==> src/sv/i2c_wbr_pkg.sv <==
// Package of types, codes and reset values for the I2C write / burst read master.
`timescale 1ns / 1ps
`default_nettype none

package i2c_wbr_pkg;

   // Command codes carried in the op field of a request transfer
   localparam logic [1:0] OP_TICK  = 2'd0;
   localparam logic [1:0] OP_WRITE = 2'd1;
   localparam logic [1:0] OP_READ  = 2'd2;

   // Configuration register indexes
   localparam int unsigned CSR_INDEX_W = 2;
   localparam logic [CSR_INDEX_W-1:0] CSR_DELAY_TICKS     = 2'd0;
   localparam logic [CSR_INDEX_W-1:0] CSR_BURST_START_REG = 2'd1;
   localparam logic [CSR_INDEX_W-1:0] CSR_BURST_LENGTH    = 2'd2;
   localparam int unsigned CSR_DATA_W = 8;

   // Register values after reset
   localparam logic [7:0] DELAY_TICKS_RESET     = 8'd5;
   localparam logic [7:0] BURST_START_REG_RESET = 8'h32;
   localparam logic [4:0] BURST_LENGTH_RESET    = 5'd6;

   // Longest burst that the byte counter can index
   localparam logic [4:0] BURST_MAX = 5'd16;

   // Bus sequencer phases
   typedef enum logic [3:0] {
      PH_IDLE = 4'd0,
      PH_RS   = 4'd1,
      PH_SA   = 4'd2,
      PH_SB   = 4'd3,
      PH_SC   = 4'd4,
      PH_TXL  = 4'd5,
      PH_TXH  = 4'd6,
      PH_TAL  = 4'd7,
      PH_TAH  = 4'd8,
      PH_RXL  = 4'd9,
      PH_RXH  = 4'd10,
      PH_RAL  = 4'd11,
      PH_RAH  = 4'd12,
      PH_PA   = 4'd13,
      PH_PB   = 4'd14,
      PH_PC   = 4'd15
   } phase_type;

   // Command held for the length of one transaction
   typedef struct packed {
      logic       rd;
      logic [7:0] dev_addr;
      logic [7:0] reg_addr;
      logic [7:0] wr_data;
   } cmd_type;

   // One tick of the sequencer
   typedef struct packed {
      logic [1:0] op;
      logic [7:0] dev_addr;
      logic [7:0] reg_addr;
      logic [7:0] wr_data;
      logic       sda_in;
   } req_type;

   // Line levels and status for one tick
   typedef struct packed {
      logic       scl;
      logic       sda_out;
      logic       sda_oe;
      logic       busy_res;
      logic       done_res;
      logic       rd_valid;
      logic [3:0] rd_index;
      logic [7:0] rd_data;
      logic       nak_seen;
   } rsp_type;

endpackage

`default_nettype wire

==> src/sv/i2c_register_write_burst_read_core.sv <==
// Tick-driven I2C master for single register writes and burst register reads.
`timescale 1ns / 1ps
`default_nettype none

// Channel   Direction  Handshake            Payload
// req       in         req_valid/req_ready  i2c_wbr_pkg::req_type (one bus tick)
// rsp       out        rsp_valid/rsp_ready  i2c_wbr_pkg::rsp_type (levels of that tick)
// csr       in         csr_we               csr_index, csr_wdata
//
// Each request transfer is one tick; its response appears in the next cycle from the
// output register, so one tick is taken every cycle while responses are taken.
// The sequencer step is a single pass of logic from the phase registers to that register.
// req_ready falls only while a response waits in the output register and rsp_ready is low.
// Synchronous reset returns the sequencer to idle and loads the register reset values.
module i2c_register_write_burst_read_core (
   input  wire                                        clock,
   input  wire                                        reset,
   input  wire                                        req_valid,
   output logic                                       req_ready,
   input  i2c_wbr_pkg::req_type                       req_data,
   output logic                                       rsp_valid,
   input  wire                                        rsp_ready,
   output i2c_wbr_pkg::rsp_type                       rsp_data,
   input  wire                                        csr_we,
   input  wire [i2c_wbr_pkg::CSR_INDEX_W-1:0]         csr_index,
   input  wire [i2c_wbr_pkg::CSR_DATA_W-1:0]          csr_wdata
);
   import i2c_wbr_pkg::*;

   // Configuration registers
   logic [7:0] delay_ticks_ff;
   logic [7:0] burst_start_reg_ff;
   logic [4:0] burst_length_ff;

   // Sequencer state
   phase_type  phase_ff, phase_in;
   logic [7:0] tick_ff, tick_in;
   logic [2:0] bit_ff, bit_in;
   logic [3:0] byte_ff, byte_in;
   logic [7:0] shift_ff, shift_in;
   cmd_type    cmd_ff, cmd_in;
   logic       nak_ff, nak_in;

   // Output register
   logic       rsp_valid_ff;
   rsp_type    rsp_ff, rsp_in;

   // State as seen after a new command is taken on this tick
   logic       start;
   phase_type  eff_phase;
   logic [7:0] eff_tick;
   logic [2:0] eff_bit;
   logic [3:0] eff_byte;
   logic [7:0] eff_shift;
   logic       eff_nak;

   logic       req_fire;
   logic [7:0] delay_eff;
   logic [4:0] burst_eff;
   logic       last_rx;
   logic       phase_end;
   logic       line_scl, line_sda, line_oe;
   logic       done, rv;
   logic [7:0] rdat;
   logic [7:0] rx_shift;

   // Byte to send for a given position in the address sequence
   function automatic logic [7:0] tx_byte(input logic [3:0] seq, input cmd_type cmd,
                                          input logic [7:0] start_reg);
      logic [7:0] result;
      if (seq == 4'd0) begin
         result = cmd.dev_addr;
      end else if (seq == 4'd1) begin
         result = cmd.rd ? start_reg : cmd.reg_addr;
      end else begin
         result = cmd.rd ? (cmd.dev_addr + 8'd1) : cmd.wr_data;
      end
      return result;
   endfunction

   // Handshake: the output register parts the two sides
   assign req_ready = !rsp_valid_ff || rsp_ready;
   assign req_fire  = req_valid && req_ready;
   assign rsp_valid = rsp_valid_ff;
   assign rsp_data  = rsp_ff;

   // Clamped views of the configuration
   always_comb begin
      delay_eff = (delay_ticks_ff == 8'd0) ? 8'd1 : delay_ticks_ff;
      if (burst_length_ff == 5'd0) begin
         burst_eff = 5'd1;
      end else if (burst_length_ff > BURST_MAX) begin
         burst_eff = BURST_MAX;
      end else begin
         burst_eff = burst_length_ff;
      end
   end

   // A command is taken only while the sequencer is idle
   always_comb begin
      start = (phase_ff == PH_IDLE) && ((req_data.op == OP_WRITE) || (req_data.op == OP_READ));
      if (start) begin
         cmd_in    = '{rd: (req_data.op == OP_READ), dev_addr: req_data.dev_addr,
                       reg_addr: req_data.reg_addr, wr_data: req_data.wr_data};
         eff_phase = PH_SA;
         eff_tick  = 8'd0;
         eff_bit   = 3'd0;
         eff_byte  = 4'd0;
         eff_shift = 8'd0;
         eff_nak   = 1'b0;
      end else begin
         cmd_in    = cmd_ff;
         eff_phase = phase_ff;
         eff_tick  = tick_ff;
         eff_bit   = bit_ff;
         eff_byte  = byte_ff;
         eff_shift = shift_ff;
         eff_nak   = nak_ff;
      end
      last_rx   = ({1'b0, eff_byte} + 5'd1) >= burst_eff;
      phase_end = !(({1'b0, eff_tick} + 9'd1) < {1'b0, delay_eff});
      rx_shift  = {eff_shift[6:0], req_data.sda_in};
   end

   // Next state of the sequencer
   always_comb begin
      phase_in = eff_phase;
      tick_in  = eff_tick;
      bit_in   = eff_bit;
      byte_in  = eff_byte;
      shift_in = eff_shift;
      nak_in   = eff_nak;
      done     = 1'b0;
      rv       = 1'b0;
      rdat     = 8'd0;
      if (eff_phase != PH_IDLE) begin
         if (!phase_end) begin
            tick_in = eff_tick + 8'd1;
         end else begin
            tick_in = 8'd0;
            unique case (eff_phase)
               PH_IDLE: begin
               end
               PH_RS: phase_in = PH_SA;
               PH_SA: phase_in = PH_SB;
               PH_SB: phase_in = PH_SC;
               PH_SC: begin
                  shift_in = tx_byte(eff_byte, cmd_in, burst_start_reg_ff);
                  bit_in   = 3'd0;
                  phase_in = PH_TXL;
               end
               PH_TXL: phase_in = PH_TXH;
               PH_TXH: begin
                  shift_in = {eff_shift[6:0], 1'b0};
                  if (eff_bit == 3'd7) begin
                     bit_in   = 3'd0;
                     phase_in = PH_TAL;
                  end else begin
                     bit_in   = eff_bit + 3'd1;
                     phase_in = PH_TXL;
                  end
               end
               PH_TAL: phase_in = PH_TAH;
               PH_TAH: begin
                  if (req_data.sda_in) begin
                     nak_in = 1'b1;
                  end
                  // After the last address byte: receive or stop
                  if (eff_byte >= 4'd2) begin
                     if (cmd_in.rd) begin
                        byte_in  = 4'd0;
                        bit_in   = 3'd0;
                        shift_in = 8'd0;
                        phase_in = PH_RXL;
                     end else begin
                        phase_in = PH_PA;
                     end
                  end else if ((eff_byte == 4'd1) && cmd_in.rd) begin
                     byte_in  = 4'd2;
                     phase_in = PH_RS;
                  end else begin
                     byte_in  = eff_byte + 4'd1;
                     shift_in = tx_byte(eff_byte + 4'd1, cmd_in, burst_start_reg_ff);
                     bit_in   = 3'd0;
                     phase_in = PH_TXL;
                  end
               end
               PH_RXL: phase_in = PH_RXH;
               PH_RXH: begin
                  shift_in = rx_shift;
                  if (eff_bit == 3'd7) begin
                     rv       = 1'b1;
                     rdat     = rx_shift;
                     bit_in   = 3'd0;
                     phase_in = PH_RAL;
                  end else begin
                     bit_in   = eff_bit + 3'd1;
                     phase_in = PH_RXL;
                  end
               end
               PH_RAL: phase_in = PH_RAH;
               PH_RAH: begin
                  if (last_rx) begin
                     phase_in = PH_PA;
                  end else begin
                     byte_in  = eff_byte + 4'd1;
                     bit_in   = 3'd0;
                     shift_in = 8'd0;
                     phase_in = PH_RXL;
                  end
               end
               PH_PA: phase_in = PH_PB;
               PH_PB: phase_in = PH_PC;
               PH_PC: begin
                  done     = 1'b1;
                  phase_in = PH_IDLE;
               end
            endcase
         end
      end
   end

   // Line levels of the current phase
   always_comb begin
      line_scl = 1'b1;
      line_sda = 1'b1;
      line_oe  = 1'b1;
      unique case (eff_phase)
         PH_IDLE: line_oe = 1'b0;
         PH_RS:   line_scl = 1'b0;
         PH_SA: begin
         end
         PH_SB:   line_sda = 1'b0;
         PH_SC: begin
            line_scl = 1'b0;
            line_sda = 1'b0;
         end
         PH_TXL: begin
            line_scl = 1'b0;
            line_sda = eff_shift[7];
         end
         PH_TXH:  line_sda = eff_shift[7];
         PH_TAL, PH_RXL: begin
            line_scl = 1'b0;
            line_oe  = 1'b0;
         end
         PH_TAH, PH_RXH: line_oe = 1'b0;
         PH_RAL: begin
            line_scl = 1'b0;
            line_sda = last_rx;
         end
         PH_RAH:  line_sda = last_rx;
         PH_PA: begin
            line_scl = 1'b0;
            line_sda = 1'b0;
         end
         PH_PB:   line_sda = 1'b0;
         PH_PC: begin
         end
      endcase
   end

   // Response of this tick
   always_comb begin
      rsp_in.scl      = line_scl;
      rsp_in.sda_out  = line_sda;
      rsp_in.sda_oe   = line_oe;
      rsp_in.busy_res = (eff_phase != PH_IDLE);
      rsp_in.done_res = done;
      rsp_in.rd_valid = rv;
      rsp_in.rd_index = rv ? eff_byte : 4'd0;
      rsp_in.rd_data  = rdat;
      rsp_in.nak_seen = nak_in;
   end

   // Configuration writes
   always_ff @(posedge clock) begin
      if (reset) begin
         delay_ticks_ff     <= DELAY_TICKS_RESET;
         burst_start_reg_ff <= BURST_START_REG_RESET;
         burst_length_ff    <= BURST_LENGTH_RESET;
      end else if (csr_we) begin
         if (csr_index == CSR_DELAY_TICKS) begin
            delay_ticks_ff <= csr_wdata[7:0];
         end
         if (csr_index == CSR_BURST_START_REG) begin
            burst_start_reg_ff <= csr_wdata[7:0];
         end
         if (csr_index == CSR_BURST_LENGTH) begin
            burst_length_ff <= csr_wdata[4:0];
         end
      end
   end

   // Sequencer state advances once per request transfer
   always_ff @(posedge clock) begin
      if (reset) begin
         phase_ff <= PH_IDLE;
         tick_ff  <= 8'd0;
         bit_ff   <= 3'd0;
         byte_ff  <= 4'd0;
         shift_ff <= 8'd0;
         cmd_ff   <= '0;
         nak_ff   <= 1'b0;
      end else if (req_fire) begin
         phase_ff <= phase_in;
         tick_ff  <= tick_in;
         bit_ff   <= bit_in;
         byte_ff  <= byte_in;
         shift_ff <= shift_in;
         cmd_ff   <= cmd_in;
         nak_ff   <= nak_in;
      end
   end

   // Output register: loaded on a request transfer, emptied on a response transfer
   always_ff @(posedge clock) begin
      if (reset) begin
         rsp_valid_ff <= 1'b0;
      end else if (req_fire) begin
         rsp_valid_ff <= 1'b1;
      end else if (rsp_ready) begin
         rsp_valid_ff <= 1'b0;
      end
   end

   always_ff @(posedge clock) begin
      if (req_fire) begin
         rsp_ff <= rsp_in;
      end
   end

   // A received byte is only ever reported inside a transaction.
   a_rd_in_busy: assert property (@(posedge clock) disable iff (reset)
      (rsp_valid_ff && rsp_ff.rd_valid) |-> rsp_ff.busy_res)
      else $error("received byte reported outside a transaction");

   // The tick that reports the stop leaves the sequencer idle.
   a_done_idle: assert property (@(posedge clock) disable iff (reset)
      (req_fire && done) |=> (phase_ff == PH_IDLE))
      else $error("sequencer not idle after the stop");

   // The phase timer is at rest whenever the sequencer is idle.
   a_idle_tick: assert property (@(posedge clock) disable iff (reset)
      (phase_ff == PH_IDLE) |-> (tick_ff == 8'd0))
      else $error("phase timer running while idle");

   // A released data line always reads back as high.
   a_release_high: assert property (@(posedge clock) disable iff (reset)
      (rsp_valid_ff && !rsp_ff.sda_oe) |-> rsp_ff.sda_out)
      else $error("released data line driven low");

   // With the output register empty a new tick is always taken.
   a_ready_empty: assert property (@(posedge clock) disable iff (reset)
      !rsp_valid_ff |-> req_ready)
      else $error("request stalled with an empty output register");

endmodule

`default_nettype wire
==> config.mk <==
export PLATFORM = sky130hd
export DESIGN_NAME = i2c_register_write_burst_read_core
export DESIGN_NICKNAME = d
export VERILOG_FILES = /design/src/sv/i2c_wbr_pkg.sv /design/src/sv/i2c_register_write_burst_read_core.sv
export SDC_FILE = /design/constraint.sdc
export NUM_CORES = 1
export LEC_CHECK = 0
export BUFFER_PORTS_ARGS = -buffer_cell sky130_fd_sc_hd__buf_4
export CAP_MARGIN = 0
export CORE_ASPECT_RATIO = 0.9
export CORE_MARGIN = 2
export CORE_UTILIZATION = 32
export CTS_BUF_LIST = sky130_fd_sc_hd__clkbuf_4 sky130_fd_sc_hd__clkbuf_8 sky130_fd_sc_hd__clkbuf_16
export DETAILED_ROUTE_END_ITERATION = 6
export GPL_TIMING_DRIVEN = 0
export SLEW_MARGIN = 40
export SYNTH_ARGS = -nofsm -noshare
export SYNTH_HDL_FRONTEND = slang
export SYNTH_SLANG_ARGS = --single-unit
==> constraint.sdc <==
create_clock -name clock -period 8.75 [get_ports clock]
set_input_delay 1.3125 -clock clock [delete_from_list [all_inputs] [get_ports clock]]
set_output_delay 1.3125 -clock clock [all_outputs]
set_load 0.01 [all_outputs]
==> summary.txt, run 1 <==
Yosys
  • Synth Instances: 737
  • Cell variety after synth: 78
  • Top cell type's share of synthesized area: 25.1%
  • Post-synthesis register bit count: 94
  • Syn Nets: 800
  • Cell area after synthesis: 5980 µm²
  • Top FF cell, synth: dfxtp_1
  • Largest area contributor in the netlist: dfxtp_1
  • Seq/Total Area, Yosys: 34.6%
  • Async set or reset register ratio after synthesis: 0%
  • Synth warnings: 0
  • Post-synth EDFFs: 19
  • Ranking of synthesized cells by area: dfxtp_1 25%, edfxtp_1 9.5%, a21oi_1 6.3%
  • Mean Syn Cell Area: 8.12 µm²

Die
  • Die width: 148 µm
  • # rows: 47
  • Effective utilization at floorplan: 32.6%
  • Die H: 134 µm
  • I/O pins: 63
  • CORE AREA: 18300 µm²
  • Die area: 19800 µm²

Run status
  • Status: finished, final reports clean

Timing
  • Fin crit share: 80.2%
  • Fin. Hold Viols: 0
  • Max Slew Vio Count: 0
  • Final setup vio count: 0
  • Fmax: 142 MHz
  • Clock Skews: 0.0165 ns
  • Worst Tran Pin Value: 0.925 ns
  • Relative slew slack: 37.5%
  • Setup TNS: 0 ns
  • Min Tclk post-route: 7.02 ns
  • RSZ-0062 raised after global routing: no

Layout
  • Most common cell after layout, fill and taps aside: nand2_1
  • Layout cells sized above 1: 15.0%
  • Layout Cells excl Fill: 1061
  • Final #Nets: 874
  • Final Util: 38.6%
  • Most frequent cells in the layout: 95 x nand2_1, 81 x nor2_1, 75 x a21oi_1, 75 x dfxtp_1, 62 x buf_4
  • Layout area overhead: 18.5%
  • Antenna Cells: 0
  • Final Cell Area: 7090 µm²

Drt
  • Routed length on met1: 9370 µm
  • DR iter-0 viols: 551
  • DR DRC count: 0
  • DR vias/cell: 5.49
  • Antenna Nets Post-Route: 0
  • DRT Wirelength: 19200 µm
  • Routed wl met2: 8110 µm
  • Vias: 5827
  • Drt first pass iters: 5
  • Avg WL per Cell: 18.1 µm
  • WL met3: 1470 µm
  • Max layer used: met4

Clock tree
  • H-tree depth: 3
  • Cts bufs inserted: 9
  • CTS root buffer: clkbuf_16
  • Reg clk slew, reported paths: 0.06 ns
  • # Post-CTS Setup Buffers: 0
  • Worst-skew pair later-pin latency: 0.36 ns
  • Clock buffer depth: 2
  • Post-CTS resize count: 0
  • CTS Sinks: 94
  • Hold-fix buffers, CTS: 0
  • CTS tree: done

Worst setup path
  • Worst setup SP type: input pin
  • WS Path Type: in2reg
  • Reg2Reg Depth: 22
  • Instance count on the critical path: 25
  • Critical Path AT: 7.13 ns
  • Slowest cell on crit path: clkbuf_1
  • Worst path max stage delay: 0.50 ns
  • Worst Setup End Kind: flip-flop
  • Delay-heaviest family, CP: buffers and inverters
  • Max FO, Critical Path: 10
  • CP bufs+invs: 9
  • Req. time, crit path: 8.86 ns

Global route
  • Overall Global Routing Usage: 19.4%
  • Largest net degree at the start of global routing: 24
  • Vias in the first global route: 5249
  • First-pass GRT wire length: 29900 µm
  • Number of antenna violations at the first check in global routing: 0
  • Total global routing overflow: 0

Job
  • Max cap viols: 0

Place
  • I/O Buffers: 62
  • Placed Cells: 1045
  • Post-DP Area: 6790 µm²
  • Post-DP HPWL: 14500 µm
  • GPL Wtd Cong: 0.970

Hold path
  • Worst hold stages: 2
  • Hold/Removal Path Class: reg2reg

Power
  • Leakage: 2.67 nW
  • Peak VDD IR: 0.0944 mV
  • PD cells: 159 nW/µm²
[final timing paths]
path                  end          from  slack, ns
max          rsp_data[11]  req_data[25]       1.73
max reg2reg  rsp_data[11]   phase_ff[0]       2.91
min             cmd_ff[9]     cmd_ff[9]       0.46
min reg2reg     cmd_ff[9]     cmd_ff[9]       0.46
[report_power, final]
group	leakage (nW)	switching [mW]	total (mW)	internal [mW]
logic	1.72	0.156	0.249	0.0932
registers	0.793	0.0119	0.473	0.461
clock network	0.152	0.169	0.407	0.237
total	2.67	0.337	1.13	0.792
[routing by layer]
layer,vias up,track usage (%)
li1,2816,-
met1,2770,28.4
met2,223,28.1
met3,18,5.27
met4,0,5.13
met5,-,0
[layout make-up]
| class | instances | area [µm²] |
|---|---|---|
| fillers | 1944 | 11300 |
| multi-input cells | 567 | 3580 |
| flip-flops and latches | 94 | 2070 |
| repair buffers | 63 | 493 |
| well taps | 245 | 307 |
| clock buffers | 14 | 263 |
| plain buffers | 42 | 213 |
| inverters | 34 | 128 |
| clock inverters | 2 | 35.0 |
[tightest hold or removal path, delay by kind of cell (launching register included)]
kind	cells	cell delay [ns]
AO/OA/AOI/OAI	1	0.05
flip-flops	1	0.31
AND/OR/NAND/NOR	1	0.05
[sequential cells by signal (all words and copies together) (netlist names), 4 cells and up]
name and count:
delay_ticks_ff 8, burst_length_ff 5, shift_ff 8, tick_ff 8, phase_ff 4, rsp_data 19
cmd_ff 25, byte_ff 4, burst_start_reg_ff 8
[cells in the mapped netlist, drive strengths merged (6+ instances only)]
master and number:
nand2 96, nor2 82, a21oi 78, dfxtp 75
o21ai 34, inv 33, clkbuf 26, nand3 22
ha 21, mux2i 21, and2 20, edfxtp 19
a211oi 16, buf 16, xnor2 16, nor3 12
o211ai 12, a211o 9, a31oi 9, nand2b 8
and3 7, o21a 7, mux2 6, o32ai 6
[metrics by stage]
stage	power [mW]	hold slack, ns	setup WS (ns)
floorplan	0.636	0.430	2.93
global placement	0.723	0.439	1.46
detailed placement	0.726	0.449	1.53
CTS	1.13	0.458	1.87
global route	1.18	0.469	1.36
finish	1.13	0.457	1.73
[cell families after synthesis]
family,count (synthesis),share of synthesized area [%]
flops,94,34.6
simple gates,278,21.9
mux,29,5.40
xor+xnor,21,3.07
compound gates,218,24.9
buf+inv,76,5.67
fa+ha+maj,21,4.39
No activity file was read; power rests on OpenSTA's default activity.
==> run 2: changes to the inputs <==
- clock period: 8.75 -> 6.5 ns (I/O delays scaled with it)
==> summary.txt, run 2 (synthesized netlist as in run 1, its figures left out) <==
Timing
  • Fmax: 168 MHz
  • Clock Skews: 0.0140 ns
  • Hold Slack: 0.458 ns
  • Worst Tran Pin Value: 0.888 ns
  • Final setup vio count: 0
  • Fin crit share: 91.3%
  • Max Slew Vio Count: 0
  • Fin. Hold Viols: 0
  • Min Tclk post-route: 5.94 ns
  • RSZ-0062 raised after global routing: no
  • Relative slew slack: 39.9%
  • Setup TNS: 0 ns

Place
  • Placed Cells: 1045
  • Post-DP HPWL: 14500 µm
  • I/O Buffers: 62
  • Post-DP Area: 6790 µm²
  • GPL Wtd Cong: 0.970

Drt
  • DR iter-0 viols: 529
  • Antenna Nets Post-Route: 0
  • DRT Wirelength: 19100 µm
  • Avg WL per Cell: 18.0 µm
  • DR DRC count: 0
  • Vias: 5766
  • DR vias/cell: 5.44
  • Drt first pass iters: 6

Worst setup path
  • WS Path Type: in2reg
  • Delay-heaviest family, CP: buffers and inverters
  • Max FO, Critical Path: 16
  • Slowest cell on crit path: ha_1
  • CP cell instances: buf_4 -> inv_1 -> ha_1 -> buf_2 -> inv_1 -> nand2_2 -> clkbuf_2 -> clkbuf_2 -> and2_1 -> ha_1 -> and3_1 -> nand3_1 -> xor2_1 -> nor2_1 -> ha_1 -> a211o_1 -> o221ai_1 -> o311a_1 -> and2_1 -> buf_2 -> a21oi_1 -> and3_1 -> buf_2 -> and2_1
  • Worst R2R Setup Slack: 1.01 ns
  • Worst Setup End Kind: flip-flop
  • Req. time, crit path: 6.61 ns
  • CP bufs+invs: 8
  • Worst path max stage delay: 0.42 ns
  • Critical Path AT: 6.05 ns
  • Worst setup SP type: input pin

Power
  • PD cells: 214 nW/µm²
  • Leakage: 2.67 nW
  • Peak VDD IR: 0.127 mV

Global route
  • Largest net degree at the start of global routing: 24
  • Overall Global Routing Usage: 19.4%
  • Vias in the first global route: 5249
  • Number of antenna violations at the first check in global routing: 0
  • First-pass GRT wire length: 29900 µm
  • Total global routing overflow: 0

Clock tree
  • Worst-skew pair later-pin latency: 0.36 ns
  • CTS root buffer: clkbuf_16
  • Hold-fix buffers, CTS: 0
  • CTS Sinks: 94
  • CTS tree: done
  • # Post-CTS Setup Buffers: 0
  • Reg clk slew, reported paths: 0.06 ns
  • Cts bufs inserted: 9
  • Clock buffer depth: 2
  • H-tree depth: 3
  • Post-CTS resize count: 1

Die
  • I/O pins: 63
  • Effective utilization at floorplan: 32.6%
  • Die width: 148 µm
  • # rows: 47
  • CORE AREA: 18300 µm²
  • Die H: 134 µm
  • Die area: 19800 µm²

Layout
  • Layout area overhead: 18.4%
  • Area of the multi-input gates: 3580 µm²
  • Register Area: 2070 µm²
  • Largest register FFs: 25
  • Layout cells sized above 1: 15.2%
  • Antenna Cells: 0
  • Final #Nets: 873
  • Layout Cells excl Fill: 1060
  • Final Cell Area: 7090 µm²
  • Most flops, register: cmd_ff
  • Fillers: 1940
  • Most common cell after layout, fill and taps aside: nand2_1
  • Most frequent cells in the layout: 95 x nand2_1, 81 x nor2_1, 75 x a21oi_1, 75 x dfxtp_1, 62 x buf_4

Run status
  • Status: finished, final reports clean

Job
  • Max cap viols: 0

Hold path
  • Hold/Removal Path Class: reg2reg
[run 2: changes by cell type in the layout (fill, tap and decap cells not counted), sizes merged]
cell / previous run / this run
clkbuf: 40 / 39
[run 2: power by group]
group | switching (mW) | internal (mW) | total (mW)
Sequential | 0.0161 | 0.621 | 0.637
Clock | 0.226 | 0.320 | 0.545
Combinational | 0.209 | 0.126 | 0.334
[run 2: metal layers]
metal  GRT usage [%]  wire length, µm  up-vias
met2            28.1             8090      245
met3            5.27             1590       20
met1            28.4             9150     2688
met5               0                0        -
li1                -                -     2813
met4            5.13              261        0
[run 2: area by class of cell]
cell class	instances	share of cell area, %
Clock buffer	14	3.71
Clock inverter	2	0.494
Tap cell	245	4.33
Buffer	41	2.98
Sequential cell	94	29.2
Timing Repair Buffer	63	6.96
Inverter	34	1.80
Multi-Input combinational cell	567	50.5
[run 2: stage by stage]
| step | util (%) | total power, mW | setup WS, ns |
|---|---|---|---|
| floorplan | - | 0.856 | 1.01 |
| global placement | 36.8 | 0.974 | -0.455 |
| detailed placement | 37.0 | 0.977 | -0.379 |
| CTS | 38.6 | 1.52 | 0.126 |
| global route | 38.6 | 1.58 | 0.147 |
| finish | 38.6 | 1.52 | 0.562 |
[run 2: path summary, 6_finish.rpt]
kind             endpoint  cells past startpoint          from
min reg2reg     cmd_ff[9]                      2     cmd_ff[9]
min             cmd_ff[9]                      2     cmd_ff[9]
max reg2reg  rsp_data[11]                     21   phase_ff[0]
max          rsp_data[11]                     24  req_data[25]
[run 2: worst min-delay path, delay by kind of cell (launching register included)]
family             cells  cell delay [ns]
DFF                    1             0.31
and+or+nand+nor        1             0.05
AOI/OAI and AO/OA      1             0.05
==> run 3: changes to the inputs <==
- MAX_ROUTING_LAYER: unset -> met4
- PLACE_DENSITY: unset -> 0.49
- SLEW_MARGIN: 40 -> unset
==> summary.txt, run 3 (synthesized netlist as in run 1, its figures left out) <==
Worst setup path
  • Req. time, crit path: 6.61 ns
  • Worst R2R Setup Slack: 0.96 ns
  • R2r startpoint: phase_ff[3]
  • Critical Path AT: 6.17 ns
  • Worst setup SP type: input pin
  • Max FO, Critical Path: 16
  • WS Path Type: in2reg
  • RR Endpoint: rsp_data[7]
  • Worst Setup End Kind: flip-flop
  • Reg2Reg Depth: 20

Drt
  • DR vias/cell: 5.51
  • Antenna Nets Post-Route: 0
  • Drt first pass iters: 6
  • Vias: 5836
  • DR DRC count: 0
  • DR iter-0 viols: 516
  • Avg WL per Cell: 19.6 µm
  • DRT Wirelength: 20800 µm

Power
  • Leakage: 2.65 nW
  • Peak VDD IR: 0.111 mV
  • PD cells: 216 nW/µm²

Place
  • Post-DP HPWL: 15700 µm
  • Post-DP Area: 6760 µm²
  • GPL Wtd Cong: 0.944
  • I/O Buffers: 62

Hold path
  • Worst Min Path Start: cmd_ff[7]
  • Hold/Removal Path Class: reg2reg
  • Hold Crit Endpoint: cmd_ff[7]
  • Worst hold stages: 2

Timing
  • Fin crit share: 93.3%
  • Relative slew slack: 28.1%
  • Worst Tran Pin Value: 1.07 ns
  • Max Slew Vio Count: 0
  • RSZ-0062 raised after global routing: no
  • Final setup vio count: 0
  • Fin. Hold Viols: 0
  • Fmax: 165 MHz
  • Clock Skews: 0.0138 ns
  • Min Tclk post-route: 6.06 ns

Clock tree
  • # Post-CTS Setup Buffers: 0
  • CTS root buffer: clkbuf_16
  • Hold-fix buffers, CTS: 0
  • Cts bufs inserted: 9
  • CTS Sinks: 94
  • Clock buffer depth: 2
  • Reg clk slew, reported paths: 0.07 ns
  • Worst-skew pair later-pin latency: 0.36 ns
  • CTS tree: done
  • H-tree depth: 3

Job
  • Max cap viols: 0

Layout
  • Final Cell Area: 7050 µm²
  • Final #Nets: 872
  • Largest register FFs: 25
  • Most common cell after layout, fill and taps aside: nand2_1
  • Most flops, register: cmd_ff
  • Antenna Cells: 0
  • Final Util: 38.4%
  • Most frequent cells in the layout: 95 x nand2_1, 81 x nor2_1, 75 x a21oi_1, 75 x dfxtp_1, 62 x buf_4
  • Layout cells sized above 1: 15.0%
  • Layout area overhead: 17.9%

Die
  • Die H: 134 µm
  • Die area: 19800 µm²
  • Die width: 148 µm
  • I/O pins: 63
  • Effective utilization at floorplan: 32.6%
  • # rows: 47
  • CORE AREA: 18300 µm²

Global route
  • Largest net degree at the start of global routing: 29
  • Vias in the first global route: 5602
  • First-pass GRT wire length: 32000 µm
  • Overall Global Routing Usage: 21.7%
  • Number of antenna violations at the first check in global routing: 0
  • Total global routing overflow: 0

Run status
  • Status: finished, final reports clean
run 3: worst max-delay path: stages:
cell	delay (ns)
buf_4	0.07
inv_1	0.04
ha_1	0.43
buf_2	0.33
inv_1	0.16
nand2_2	0.34
clkbuf_2	0.36
clkbuf_2	0.36
and2_1	0.18
ha_1	0.18
and3_1	0.21
nand3_1	0.20
xor2_1	0.20
nor2_1	0.11
ha_1	0.25
a211o_1	0.29
o221ai_1	0.17
o311a_1	0.29
and2_1	0.14
buf_2	0.16
a21oi_1	0.11
and3_1	0.27
buf_2	0.17
and2_1	0.16
run 3: timing repair:
item,in CTS,in global routing
endpoints found under the setup margin,18,22
resized for setup,2,0
endpoints found under the hold margin,0,0
run 3: how the worst max path moves through the flow:
stage | slack [ns] | startpoint | endpoint
3_5_place_dp | -0.59 | req_data[25] | rsp_data[7]
3_3_place_gp | -0.59 | req_data[25] | rsp_data[12]
2_1_floorplan | 1.01 | req_data[25] | rsp_data[10]
6_report | 0.44 | req_data[25] | rsp_data[7]
4_1_cts | 0.11 | req_data[25] | rsp_data[7]
5_1_grt | 0.03 | req_data[25] | rsp_data[5]
run 3: metrics by stage:
stage	total power, mW	cells	setup slack [ns]	setup TNS (ns)	hold slack (ns)
after floorplan	0.856	737	1.01	0	0.430
after global routing	1.59	1059	0.0294	0	0.482
after CTS	1.53	1060	0.105	0	0.460
after detailed placement	0.985	1044	-0.586	-14.02	0.446
after global placement	0.985	1044	-0.589	-14.35	0.443
final	1.53	1059	0.436	0	0.457
run 3: layout make-up:
type,count,area [µm²]
clock buffers,11,264
fillers,1941,11300
clock inverters,5,35.0
well taps,245,307
inverters,34,128
flip-flops and latches,94,2070
multi-input cells,567,3570
repair buffers,62,465
plain buffers,41,211
run 3: metal layers:
metal  vias to the layer above  track usage [%]  share of wire, %
li1                       2820                -                 -
met1                      2765             30.6                48
met2                       220             31.9                43
met3                        31             3.84               6.8
met4                         0             6.40               2.1
met5                         -                -                 0
run 3: report_power, final:
part           internal, mW  switching (mW)
clock network         0.296           0.253
logic                 0.124           0.216
registers             0.620          0.0161
